<file path="config.mk">
export PLATFORM = sky130hd
export DESIGN_NAME = script_tokenizer_top
export DESIGN_NICKNAME = d
export VERILOG_FILES = /design/src/design/stok_pkg.sv /design/src/design/script_tokenizer_top.sv /design/src/design/stok_front.sv /design/src/design/stok_queue.sv /design/src/design/stok_back.sv
export VERILOG_INCLUDE_DIRS = /design/src /design/src/design
export SDC_FILE = /design/constraint.sdc
export NUM_CORES = 1
export LEC_CHECK = 0
export BUFFER_PORTS_ARGS = -buffer_cell sky130_fd_sc_hd__buf_2
export CAP_MARGIN = 10
export CORE_MARGIN = 5
export CORE_UTILIZATION = 53
export DETAILED_ROUTE_END_ITERATION = 16
export PLACE_DENSITY = 0.69
export SLEW_MARGIN = 20
export SYNTH_ARGS = -nofsm -noshare
export SYNTH_HDL_FRONTEND = slang
export SYNTH_HIERARCHICAL = 1
export SYNTH_SLANG_ARGS = --single-unit
</file>
<file path="constraint.sdc">
create_clock -name clock -period 22.5 [get_ports clock]
set_input_delay 4.5 -clock clock [delete_from_list [all_inputs] [get_ports clock]]
set_output_delay 4.5 -clock clock [all_outputs]
set_load 0.01 [all_outputs]
</file>
<file path="src/design/assert_macros.svh">
// Assertion macros shared by the tokenizer modules.
// Depends on nothing; each macro takes a clock and a synchronous reset.
`ifndef ASSERT_MACROS_SVH
`define ASSERT_MACROS_SVH

// The condition must hold in the same cycle as the trigger.
`define ASSERT_SAME(label, clk, rst, trig, cond) \
   label: assert property (@(posedge clk) disable iff (rst) (trig) |-> (cond)) \
      else $error("assertion failed");

// The condition must hold in the cycle after the trigger.
`define ASSERT_NEXT(label, clk, rst, trig, cond) \
   label: assert property (@(posedge clk) disable iff (rst) (trig) |=> (cond)) \
      else $error("assertion failed");

`endif

</file>
<file path="src/design/stok_pkg.sv">
// Shared types and constants of the script tokenizer.
// Used by the front, queue, back and top modules; depends on nothing.
package stok_pkg;

   localparam int MAX_TOKEN_LEN = 1024;
   // Stored token length stays below MAX_TOKEN_LEN while a token is open.
   localparam int LEN_W = $clog2(MAX_TOKEN_LEN);
   localparam int LINE_W = 16;

   // One byte causes at most four result words.
   localparam int SLOTS = 4;
   localparam int SLOT_W = $clog2(SLOTS);
   localparam int CNT_W = $clog2(SLOTS + 1);

   localparam int QUEUE_DEPTH = 4;
   localparam int QPTR_W = $clog2(QUEUE_DEPTH);
   localparam int QCNT_W = $clog2(QUEUE_DEPTH + 1);

   localparam logic [7:0] CH_SPACE = 8'h20;
   localparam logic [7:0] CH_SEMI  = 8'h3B;
   localparam logic [7:0] CH_HASH  = 8'h23;
   localparam logic [7:0] CH_SLASH = 8'h2F;
   localparam logic [7:0] CH_QUOTE = 8'h22;
   localparam logic [7:0] CH_NL    = 8'h0A;

   typedef enum logic [2:0] {
      PH_SKIP,
      PH_COMMENT,
      PH_QUOTED,
      PH_REGULAR,
      PH_HALT
   } phase_type;

   typedef enum logic [1:0] {
      KIND_BYTE,
      KIND_END,
      KIND_EOS,
      KIND_ERR
   } kind_type;

   typedef struct packed {
      kind_type            kind;
      logic [7:0]          token_byte;
      logic                quoted;
      logic                new_line;
      logic [LINE_W-1:0]   line_number;
   } result_type;

   typedef struct packed {
      logic [CNT_W-1:0]              count;
      result_type [SLOTS-1:0]        slot;
   } bundle_type;

   function automatic result_type make_result(kind_type k, logic [7:0] b, logic q,
                                              logic nl, logic [LINE_W-1:0] ln);
      result_type r;
      r.kind = k;
      r.token_byte = b;
      r.quoted = q;
      r.new_line = nl;
      r.line_number = ln;
      return r;
   endfunction

endpackage

</file>
<file path="src/design/script_tokenizer_top.sv">
// Top level of the script tokenizer: lexer front end, bundle queue and
// result sequencer. Uses stok_pkg, stok_front, stok_queue and stok_back.
//
//   Channel   Handshake       Moves
//   req       push / full     one script byte per word
//   rsp       empty / pop     one result word (token byte, end, end of stream, error)
//
// A byte is taken every cycle while the queue has room; the front end
// classifies it and updates the lexer state in that cycle.
// A byte causes zero to four result words; the sequencer sends one word per
// cycle unless the result side stalls.
// The first word of a byte goes through a queue entry and the result register.
// Reset is synchronous and returns the lexer to skipping whitespace on line 1.
// The four-entry queue lets the byte side keep going while results stall.

module script_tokenizer_top (
   input  logic         clock,
   input  logic         reset,
   input  logic         push,
   output logic         full,
   input  logic [7:0]   req_data_byte,
   input  logic         req_end_of_buffer,
   output logic         empty,
   input  logic         pop,
   output logic [1:0]   rsp_kind,
   output logic [7:0]   rsp_token_byte,
   output logic         rsp_quoted,
   output logic         rsp_new_line,
   output logic [15:0]  rsp_line_number,
   output logic         rsp_last
);

   logic                   accept;
   logic                   q_push;
   stok_pkg::bundle_type   q_in;
   logic                   q_full;
   logic                   q_pop;
   logic                   q_valid;
   stok_pkg::bundle_type   q_head;
   stok_pkg::result_type   result;

   assign accept = push && !q_full;
   assign full   = q_full;

   stok_front u_front (
      .clock         (clock),
      .reset         (reset),
      .accept        (accept),
      .data_byte     (req_data_byte),
      .end_of_buffer (req_end_of_buffer),
      .push          (q_push),
      .bundle        (q_in)
   );

   stok_queue u_queue (
      .clock       (clock),
      .reset       (reset),
      .push        (q_push),
      .push_bundle (q_in),
      .full        (q_full),
      .pop         (q_pop),
      .valid       (q_valid),
      .head        (q_head)
   );

   stok_back u_back (
      .clock      (clock),
      .reset      (reset),
      .head_valid (q_valid),
      .head       (q_head),
      .head_pop   (q_pop),
      .out_pop    (pop),
      .out_empty  (empty),
      .out_result (result),
      .out_last   (rsp_last)
   );

   assign rsp_kind        = result.kind;
   assign rsp_token_byte  = result.token_byte;
   assign rsp_quoted      = result.quoted;
   assign rsp_new_line    = result.new_line;
   assign rsp_line_number = result.line_number;

endmodule

</file>
<file path="src/design/stok_front.sv">
// Lexer front end: takes one script byte per accepted cycle, updates the lexer
// state and hands the words it causes to the queue as one bundle. Uses stok_pkg.
`include "assert_macros.svh"

module stok_front (
   input  logic                   clock,
   input  logic                   reset,
   input  logic                   accept,
   input  logic [7:0]             data_byte,
   input  logic                   end_of_buffer,
   output logic                   push,
   output stok_pkg::bundle_type   bundle
);

   stok_pkg::phase_type               phase_ff, phase_in;
   logic [stok_pkg::LEN_W-1:0]        len_ff, len_in;
   logic [stok_pkg::LINE_W-1:0]       line_ff, line_in;
   logic                              saw_ff, saw_in;
   logic                              slash_ff, slash_in;

   logic [stok_pkg::CNT_W-1:0]        cnt;
   logic                              do_reg;
   logic                              tok_out;
   logic                              tok_q;
   logic                              is_ws;
   logic                              is_nl;

   assign is_ws = data_byte <= stok_pkg::CH_SPACE;
   assign is_nl = data_byte == stok_pkg::CH_NL;

   always_ff @(posedge clock) begin
      if (reset) begin
         phase_ff <= stok_pkg::PH_SKIP;
         len_ff   <= '0;
         line_ff  <= stok_pkg::LINE_W'(1);
         saw_ff   <= 1'b0;
         slash_ff <= 1'b0;
      end else if (accept) begin
         phase_ff <= phase_in;
         len_ff   <= len_in;
         line_ff  <= line_in;
         saw_ff   <= saw_in;
         slash_ff <= slash_in;
      end
   end

   always_comb begin
      phase_in = phase_ff;
      len_in   = len_ff;
      line_in  = line_ff;
      saw_in   = saw_ff;
      slash_in = slash_ff;
      cnt      = '0;
      do_reg   = 1'b0;
      tok_out  = 1'b0;
      tok_q    = 1'b0;
      bundle   = '0;

      if (phase_ff == stok_pkg::PH_HALT) begin
         // Everything up to the end of the buffer is dropped.
      end else if (slash_ff) begin
         slash_in = 1'b0;
         if (data_byte == stok_pkg::CH_SLASH) begin
            phase_in = stok_pkg::PH_COMMENT;
            saw_in   = 1'b1;
         end else begin
            // The held slash opens a regular token; this byte continues it or ends it.
            phase_in = stok_pkg::PH_REGULAR;
            bundle.slot[cnt[stok_pkg::SLOT_W-1:0]] = stok_pkg::make_result(
               stok_pkg::KIND_BYTE, stok_pkg::CH_SLASH, 1'b0, saw_in, line_in);
            cnt    = cnt + 1'b1;
            len_in = stok_pkg::LEN_W'(1);
            do_reg = 1'b1;
         end
      end else begin
         case (phase_ff)
            stok_pkg::PH_SKIP: begin
               if (is_ws) begin
                  if (is_nl) begin
                     if (line_in != '1) line_in = line_in + 1'b1;
                     saw_in = 1'b1;
                  end
               end else if (data_byte == stok_pkg::CH_SEMI ||
                            data_byte == stok_pkg::CH_HASH) begin
                  phase_in = stok_pkg::PH_COMMENT;
                  saw_in   = 1'b1;
               end else if (data_byte == stok_pkg::CH_SLASH) begin
                  slash_in = 1'b1;
               end else if (data_byte == stok_pkg::CH_QUOTE) begin
                  phase_in = stok_pkg::PH_QUOTED;
                  len_in   = '0;
               end else begin
                  phase_in = stok_pkg::PH_REGULAR;
                  len_in   = '0;
                  do_reg   = 1'b1;
               end
            end
            stok_pkg::PH_COMMENT: begin
               if (is_nl) begin
                  if (line_in != '1) line_in = line_in + 1'b1;
                  saw_in   = 1'b1;
                  phase_in = stok_pkg::PH_SKIP;
               end
            end
            stok_pkg::PH_QUOTED: begin
               if (data_byte == stok_pkg::CH_QUOTE) begin
                  bundle.slot[cnt[stok_pkg::SLOT_W-1:0]] = stok_pkg::make_result(
                     stok_pkg::KIND_END, 8'd0, 1'b1, saw_in, line_in);
                  cnt      = cnt + 1'b1;
                  saw_in   = 1'b0;
                  len_in   = '0;
                  phase_in = stok_pkg::PH_SKIP;
               end else begin
                  tok_out = 1'b1;
                  tok_q   = 1'b1;
               end
            end
            stok_pkg::PH_REGULAR: begin
               do_reg = 1'b1;
            end
            default: begin
               phase_in = stok_pkg::PH_SKIP;
            end
         endcase
      end

      if (do_reg) begin
         if (is_ws || data_byte == stok_pkg::CH_SEMI) begin
            // The token end carries the old line; a newline is counted after it.
            bundle.slot[cnt[stok_pkg::SLOT_W-1:0]] = stok_pkg::make_result(
               stok_pkg::KIND_END, 8'd0, 1'b0, saw_in, line_in);
            cnt    = cnt + 1'b1;
            saw_in = 1'b0;
            len_in = '0;
            if (data_byte == stok_pkg::CH_SEMI) begin
               phase_in = stok_pkg::PH_COMMENT;
               saw_in   = 1'b1;
            end else begin
               phase_in = stok_pkg::PH_SKIP;
               if (is_nl) begin
                  if (line_in != '1) line_in = line_in + 1'b1;
                  saw_in = 1'b1;
               end
            end
         end else begin
            tok_out = 1'b1;
            tok_q   = 1'b0;
         end
      end

      if (tok_out) begin
         bundle.slot[cnt[stok_pkg::SLOT_W-1:0]] = stok_pkg::make_result(
            stok_pkg::KIND_BYTE, data_byte, tok_q, saw_in, line_in);
         cnt = cnt + 1'b1;
         if (len_in == stok_pkg::LEN_W'(stok_pkg::MAX_TOKEN_LEN - 1) && !end_of_buffer) begin
            bundle.slot[cnt[stok_pkg::SLOT_W-1:0]] = stok_pkg::make_result(
               stok_pkg::KIND_ERR, 8'd0, tok_q, saw_in, line_in);
            cnt      = cnt + 1'b1;
            phase_in = stok_pkg::PH_HALT;
         end
         len_in = len_in + 1'b1;
      end

      if (end_of_buffer) begin
         if (phase_in != stok_pkg::PH_HALT) begin
            if (slash_in) begin
               bundle.slot[cnt[stok_pkg::SLOT_W-1:0]] = stok_pkg::make_result(
                  stok_pkg::KIND_BYTE, stok_pkg::CH_SLASH, 1'b0, saw_in, line_in);
               cnt = cnt + 1'b1;
               bundle.slot[cnt[stok_pkg::SLOT_W-1:0]] = stok_pkg::make_result(
                  stok_pkg::KIND_END, 8'd0, 1'b0, saw_in, line_in);
               cnt = cnt + 1'b1;
            end else if (phase_in == stok_pkg::PH_REGULAR ||
                         phase_in == stok_pkg::PH_QUOTED) begin
               bundle.slot[cnt[stok_pkg::SLOT_W-1:0]] = stok_pkg::make_result(
                  stok_pkg::KIND_END, 8'd0, phase_in == stok_pkg::PH_QUOTED,
                  saw_in, line_in);
               cnt = cnt + 1'b1;
            end
         end
         bundle.slot[cnt[stok_pkg::SLOT_W-1:0]] = stok_pkg::make_result(
            stok_pkg::KIND_EOS, 8'd0, 1'b0, saw_in, line_in);
         cnt = cnt + 1'b1;
         phase_in = stok_pkg::PH_SKIP;
         len_in   = '0;
         line_in  = stok_pkg::LINE_W'(1);
         saw_in   = 1'b0;
         slash_in = 1'b0;
      end

      bundle.count = cnt;
   end

   assign push = accept && (cnt != '0);

   `ASSERT_SAME(a_halt_silent, clock, reset,
      accept && phase_ff == stok_pkg::PH_HALT && !end_of_buffer, !push)
   `ASSERT_NEXT(a_eob_resets, clock, reset,
      accept && end_of_buffer, phase_ff == stok_pkg::PH_SKIP && !slash_ff)

endmodule

</file>
<file path="src/design/stok_queue.sv">
// Short queue of result bundles between the lexer front end and the
// result sequencer. Uses stok_pkg for the bundle type and depth.
`include "assert_macros.svh"

module stok_queue (
   input  logic                   clock,
   input  logic                   reset,
   input  logic                   push,
   input  stok_pkg::bundle_type   push_bundle,
   output logic                   full,
   input  logic                   pop,
   output logic                   valid,
   output stok_pkg::bundle_type   head
);

   stok_pkg::bundle_type           entry_ff [stok_pkg::QUEUE_DEPTH];
   logic [stok_pkg::QPTR_W-1:0]    wr_ptr_ff;
   logic [stok_pkg::QPTR_W-1:0]    rd_ptr_ff;
   logic [stok_pkg::QCNT_W-1:0]    count_ff, count_in;

   assign full  = count_ff == stok_pkg::QCNT_W'(stok_pkg::QUEUE_DEPTH);
   assign valid = count_ff != '0;
   assign head  = entry_ff[rd_ptr_ff];

   always_comb begin
      count_in = count_ff;
      if (push && !(pop && valid)) count_in = count_ff + 1'b1;
      else if (!push && pop && valid) count_in = count_ff - 1'b1;
   end

   always_ff @(posedge clock) begin
      if (push) begin
         entry_ff[wr_ptr_ff] <= push_bundle;
      end
   end

   always_ff @(posedge clock) begin
      if (reset) begin
         wr_ptr_ff <= '0;
         rd_ptr_ff <= '0;
         count_ff  <= '0;
      end else begin
         if (push) wr_ptr_ff <= wr_ptr_ff + 1'b1;
         if (pop && valid) rd_ptr_ff <= rd_ptr_ff + 1'b1;
         count_ff <= count_in;
      end
   end

   `ASSERT_SAME(a_no_push_full, clock, reset, push, !full)
   `ASSERT_SAME(a_count_range, clock, reset, 1'b1,
      count_ff <= stok_pkg::QCNT_W'(stok_pkg::QUEUE_DEPTH))

endmodule

</file>
<file path="src/design/stok_back.sv">
// Result sequencer: walks the words of the head bundle, one a cycle while
// not stalled, into the result register. Uses stok_pkg for the bundle type.
`include "assert_macros.svh"

module stok_back (
   input  logic                   clock,
   input  logic                   reset,
   input  logic                   head_valid,
   input  stok_pkg::bundle_type   head,
   output logic                   head_pop,
   input  logic                   out_pop,
   output logic                   out_empty,
   output stok_pkg::result_type   out_result,
   output logic                   out_last
);

   logic [stok_pkg::SLOT_W-1:0]    idx_ff, idx_in;
   logic                           valid_ff, valid_in;
   stok_pkg::result_type           result_ff, result_in;
   logic                           last_ff, last_in;
   logic                           load;
   logic                           is_last;

   // The result register refills in the same cycle that its word is taken.
   assign load    = head_valid && (!valid_ff || out_pop);
   assign is_last = stok_pkg::CNT_W'(idx_ff) == head.count - 1'b1;
   assign head_pop = load && is_last;

   always_comb begin
      idx_in    = idx_ff;
      valid_in  = valid_ff && !out_pop;
      result_in = result_ff;
      last_in   = last_ff;
      if (load) begin
         valid_in  = 1'b1;
         result_in = head.slot[idx_ff];
         last_in   = is_last;
         idx_in    = is_last ? '0 : idx_ff + 1'b1;
      end
   end

   always_ff @(posedge clock) begin
      if (reset) begin
         idx_ff   <= '0;
         valid_ff <= 1'b0;
      end else begin
         idx_ff   <= idx_in;
         valid_ff <= valid_in;
      end
   end

   always_ff @(posedge clock) begin
      result_ff <= result_in;
      last_ff   <= last_in;
   end

   assign out_empty  = !valid_ff;
   assign out_result = result_ff;
   assign out_last   = last_ff;

   `ASSERT_SAME(a_idx_in_bundle, clock, reset, head_valid,
      stok_pkg::CNT_W'(idx_ff) < head.count)

endmodule
</file>
==> metrics.txt <==
outcome finished, final reports clean; htree depth 2; hold_buf cts 0; Inserted Clock Buffers 52; core area 45,100 um^2; 1st-iter DRT viols 1,656; Final ANT Viol Nets 0; CTS tree yes; die height 223 um; Synth Net Count 1,561; root buffer cell clkbuf_16; Yosys top cell area share 0.613; area leader, netlist edfxtp_1; Setup crit end kind register; GRT overflow 0; pin count of the biggest net entering global routing 73; fin crit period 12.74 ns; DR WL/cell 25.4 um; most frequent cells in the layout 489 x edfxtp_1, 143 x mux4_2, 99 x nand2_1; Critical Path RT 22.72 ns; RSZ-0062 raised after global routing false; Crit Path Category input pin to register; Final setup viols 0; fin crit share 0.566; global-route wire length before repair 85.8 mm; final non-filler cell total 2,199; most common cell after layout, fill and taps aside edfxtp_1; Nets 1,593; area delta synth->final 10.4%; WP buf/inv 5; Post-Route WL 55.8 mm; overall die area 49,600 um^2; startpoint types input pin; worst reg2reg setup slack 13.67 ns; max cap viols 0; Distinct cells, synth 91; gr usage total 0.225; cell count after synthesis 1,524; Pleak 8.34 nW; Peak VDD IR 0.0817 mV; Placed Cells 2,102; Worst-Margin Slew 1.15 ns; register area share after synthesis 0.649; Die X 223 um; Port Buffers 43; synth top area cells edfxtp_1 61%, mux4_2 13%, dfxtp_1 3.6%, nand2_1 1.6%, nor2_1 1.4%; number of synthesized flops with an enable pin 489; clock transition at the registers of the reported paths 0.06 ns; Synthesis Warnings 6; DR vias 13,900; peak per-stage delay on the critical path 0.69 ns; drt pass-1 iters 6; Top delay family on crit path simple AND/OR/NAND/NOR gates; fraction of layout cells with a size suffix above 1 0.213; Slowest-stage cell, CP or4b_1; initial antenna violation count 1; clk sinks 532; ys flop type edfxtp_1; worst min path class register to register; Yosys reg bits 532; FFs w/ async S/R, synth 0; Setup TNS 0 ns; fin. max-slew vios 0; gpl congestion 0.952; clk_lat worst skew 0.60 ns; IO Pins 44; row count 78; post-layout util 0.587; Fmax achieved 78.5 MHz; mapped cell area 24,000 um^2; final hold viol count 0; Slew HR 0.230; Resize count post-CTS 0; DR vias/cell 6.30; dpl hpwl 34.9 mm; Clock Path Buffers 3; postcts setup bufs 0; Setup Skew 0.0260 ns; synthesized area per cell 15.7 um^2; critical path fanouts, max 44; Critical Path AT 12.95 ns; Starting Density 0.532; vias in the first global route 13,700; # DRC 0; pwr dens 103 nW/um^2
==> cell families (layout without fill, tap and decap cells) <==
family / after synthesis / count (layout) / share of synthesized area
flops: 532 / 532 / 0.649
simple gates: 420 / 420 / 0.0953
compound gates: 229 / 229 / 0.0642
mux: 160 / 160 / 0.142
buf+inv: 125 / 199 / 0.0246
xor+xnor: 34 / 34 / 0.0124
fa+ha+maj: 24 / 24 / 0.0128
other cells: 0 / 1 / 0
==> power by group <==
part	switching (mW)	total (mW)	internal, mW
sequential	0.0480	1.31	1.26
combinational	0.312	0.524	0.212
clock	0.366	0.887	0.521
total	0.726	2.72	1.99
==> tightest hold or removal path: cells and delay by family (launching register included) <==
kind            cells  cell delay [ns]
compound gates      2             0.13
flops               1             0.31
==> path summary, 6_finish.rpt <==
| kind | start | to | depth (start not counted) |
|---|---|---|---|
| setup / recovery | req_data_byte[2] | u_queue/entry_ff[1][96] | 25 |
| setup reg to reg | u_front/phase_ff[2] | u_queue/entry_ff[1][96] | 22 |
| hold / removal | u_front/len_ff[7] | u_front/len_ff[7] | 2 |
| hold reg to reg | u_front/len_ff[7] | u_front/len_ff[7] | 2 |
==> state kept, by name, summed over array words and instances (netlist names), 2 cells and up, named ones only <==
| name | flops |
|---|---|
| u_back/idx_ff | 2 |
| u_back/out_result | 28 |
| u_front/len_ff | 10 |
| u_front/line_ff | 16 |
| u_front/phase_ff | 3 |
| u_queue/count_ff | 3 |
| u_queue/entry_ff | 460 |
| u_queue/rd_ptr_ff | 2 |
| u_queue/wr_ptr_ff | 2 |
==> through the flow <==
stage                     area, um^2  hold WS, ns  total power, mW  worst slack [ns]
after floorplan                24000        0.453             1.68              9.62
after global placement         24700        0.469             1.85              9.47
after detailed placement       24700        0.486             1.86              9.26
after CTS                      26400        0.495             2.75              9.84
after global routing           26400        0.531             2.84              9.06
final                          26500        0.493             2.72              9.76
==> area by class of cell <==
| class | instances | area, um^2 |
|---|---|---|
| flip-flops and latches | 532 | 15600 |
| repair buffers | 66 | 388 |
| multi-input cells | 867 | 7850 |
| diodes | 1 | 2.50 |
| well taps | 600 | 751 |
| fillers | 3410 | 18600 |
| clock buffers | 63 | 1380 |
| inverters | 37 | 139 |
| clock inverters | 33 | 383 |
==> cell usage after synthesis, drive strengths merged, types with 9 or more instances <==
cell type    n
o21ai       74
xor2        16
nor2        88
xnor2       18
and3        13
nand2       99
nor2b       13
edfxtp     489
nor4        21
mux4       143
buf         48
mux2i       10
a21oi       51
nand3       30
inv         37
or3         27
or4         13
ha          23
a21o         9
nor3        23
a22oi        9
clkbuf      40
o31ai       12
dfxtp       43
nand4       15
and2        31
==> metal layers <==
layer  global-route usage  part of all wire
met5                    0                 0
met4               0.0567             0.024
met3               0.0379             0.065
met2                0.342              0.46
met1                0.345              0.45
Note: power is estimated with default switching activity, not from simulation.
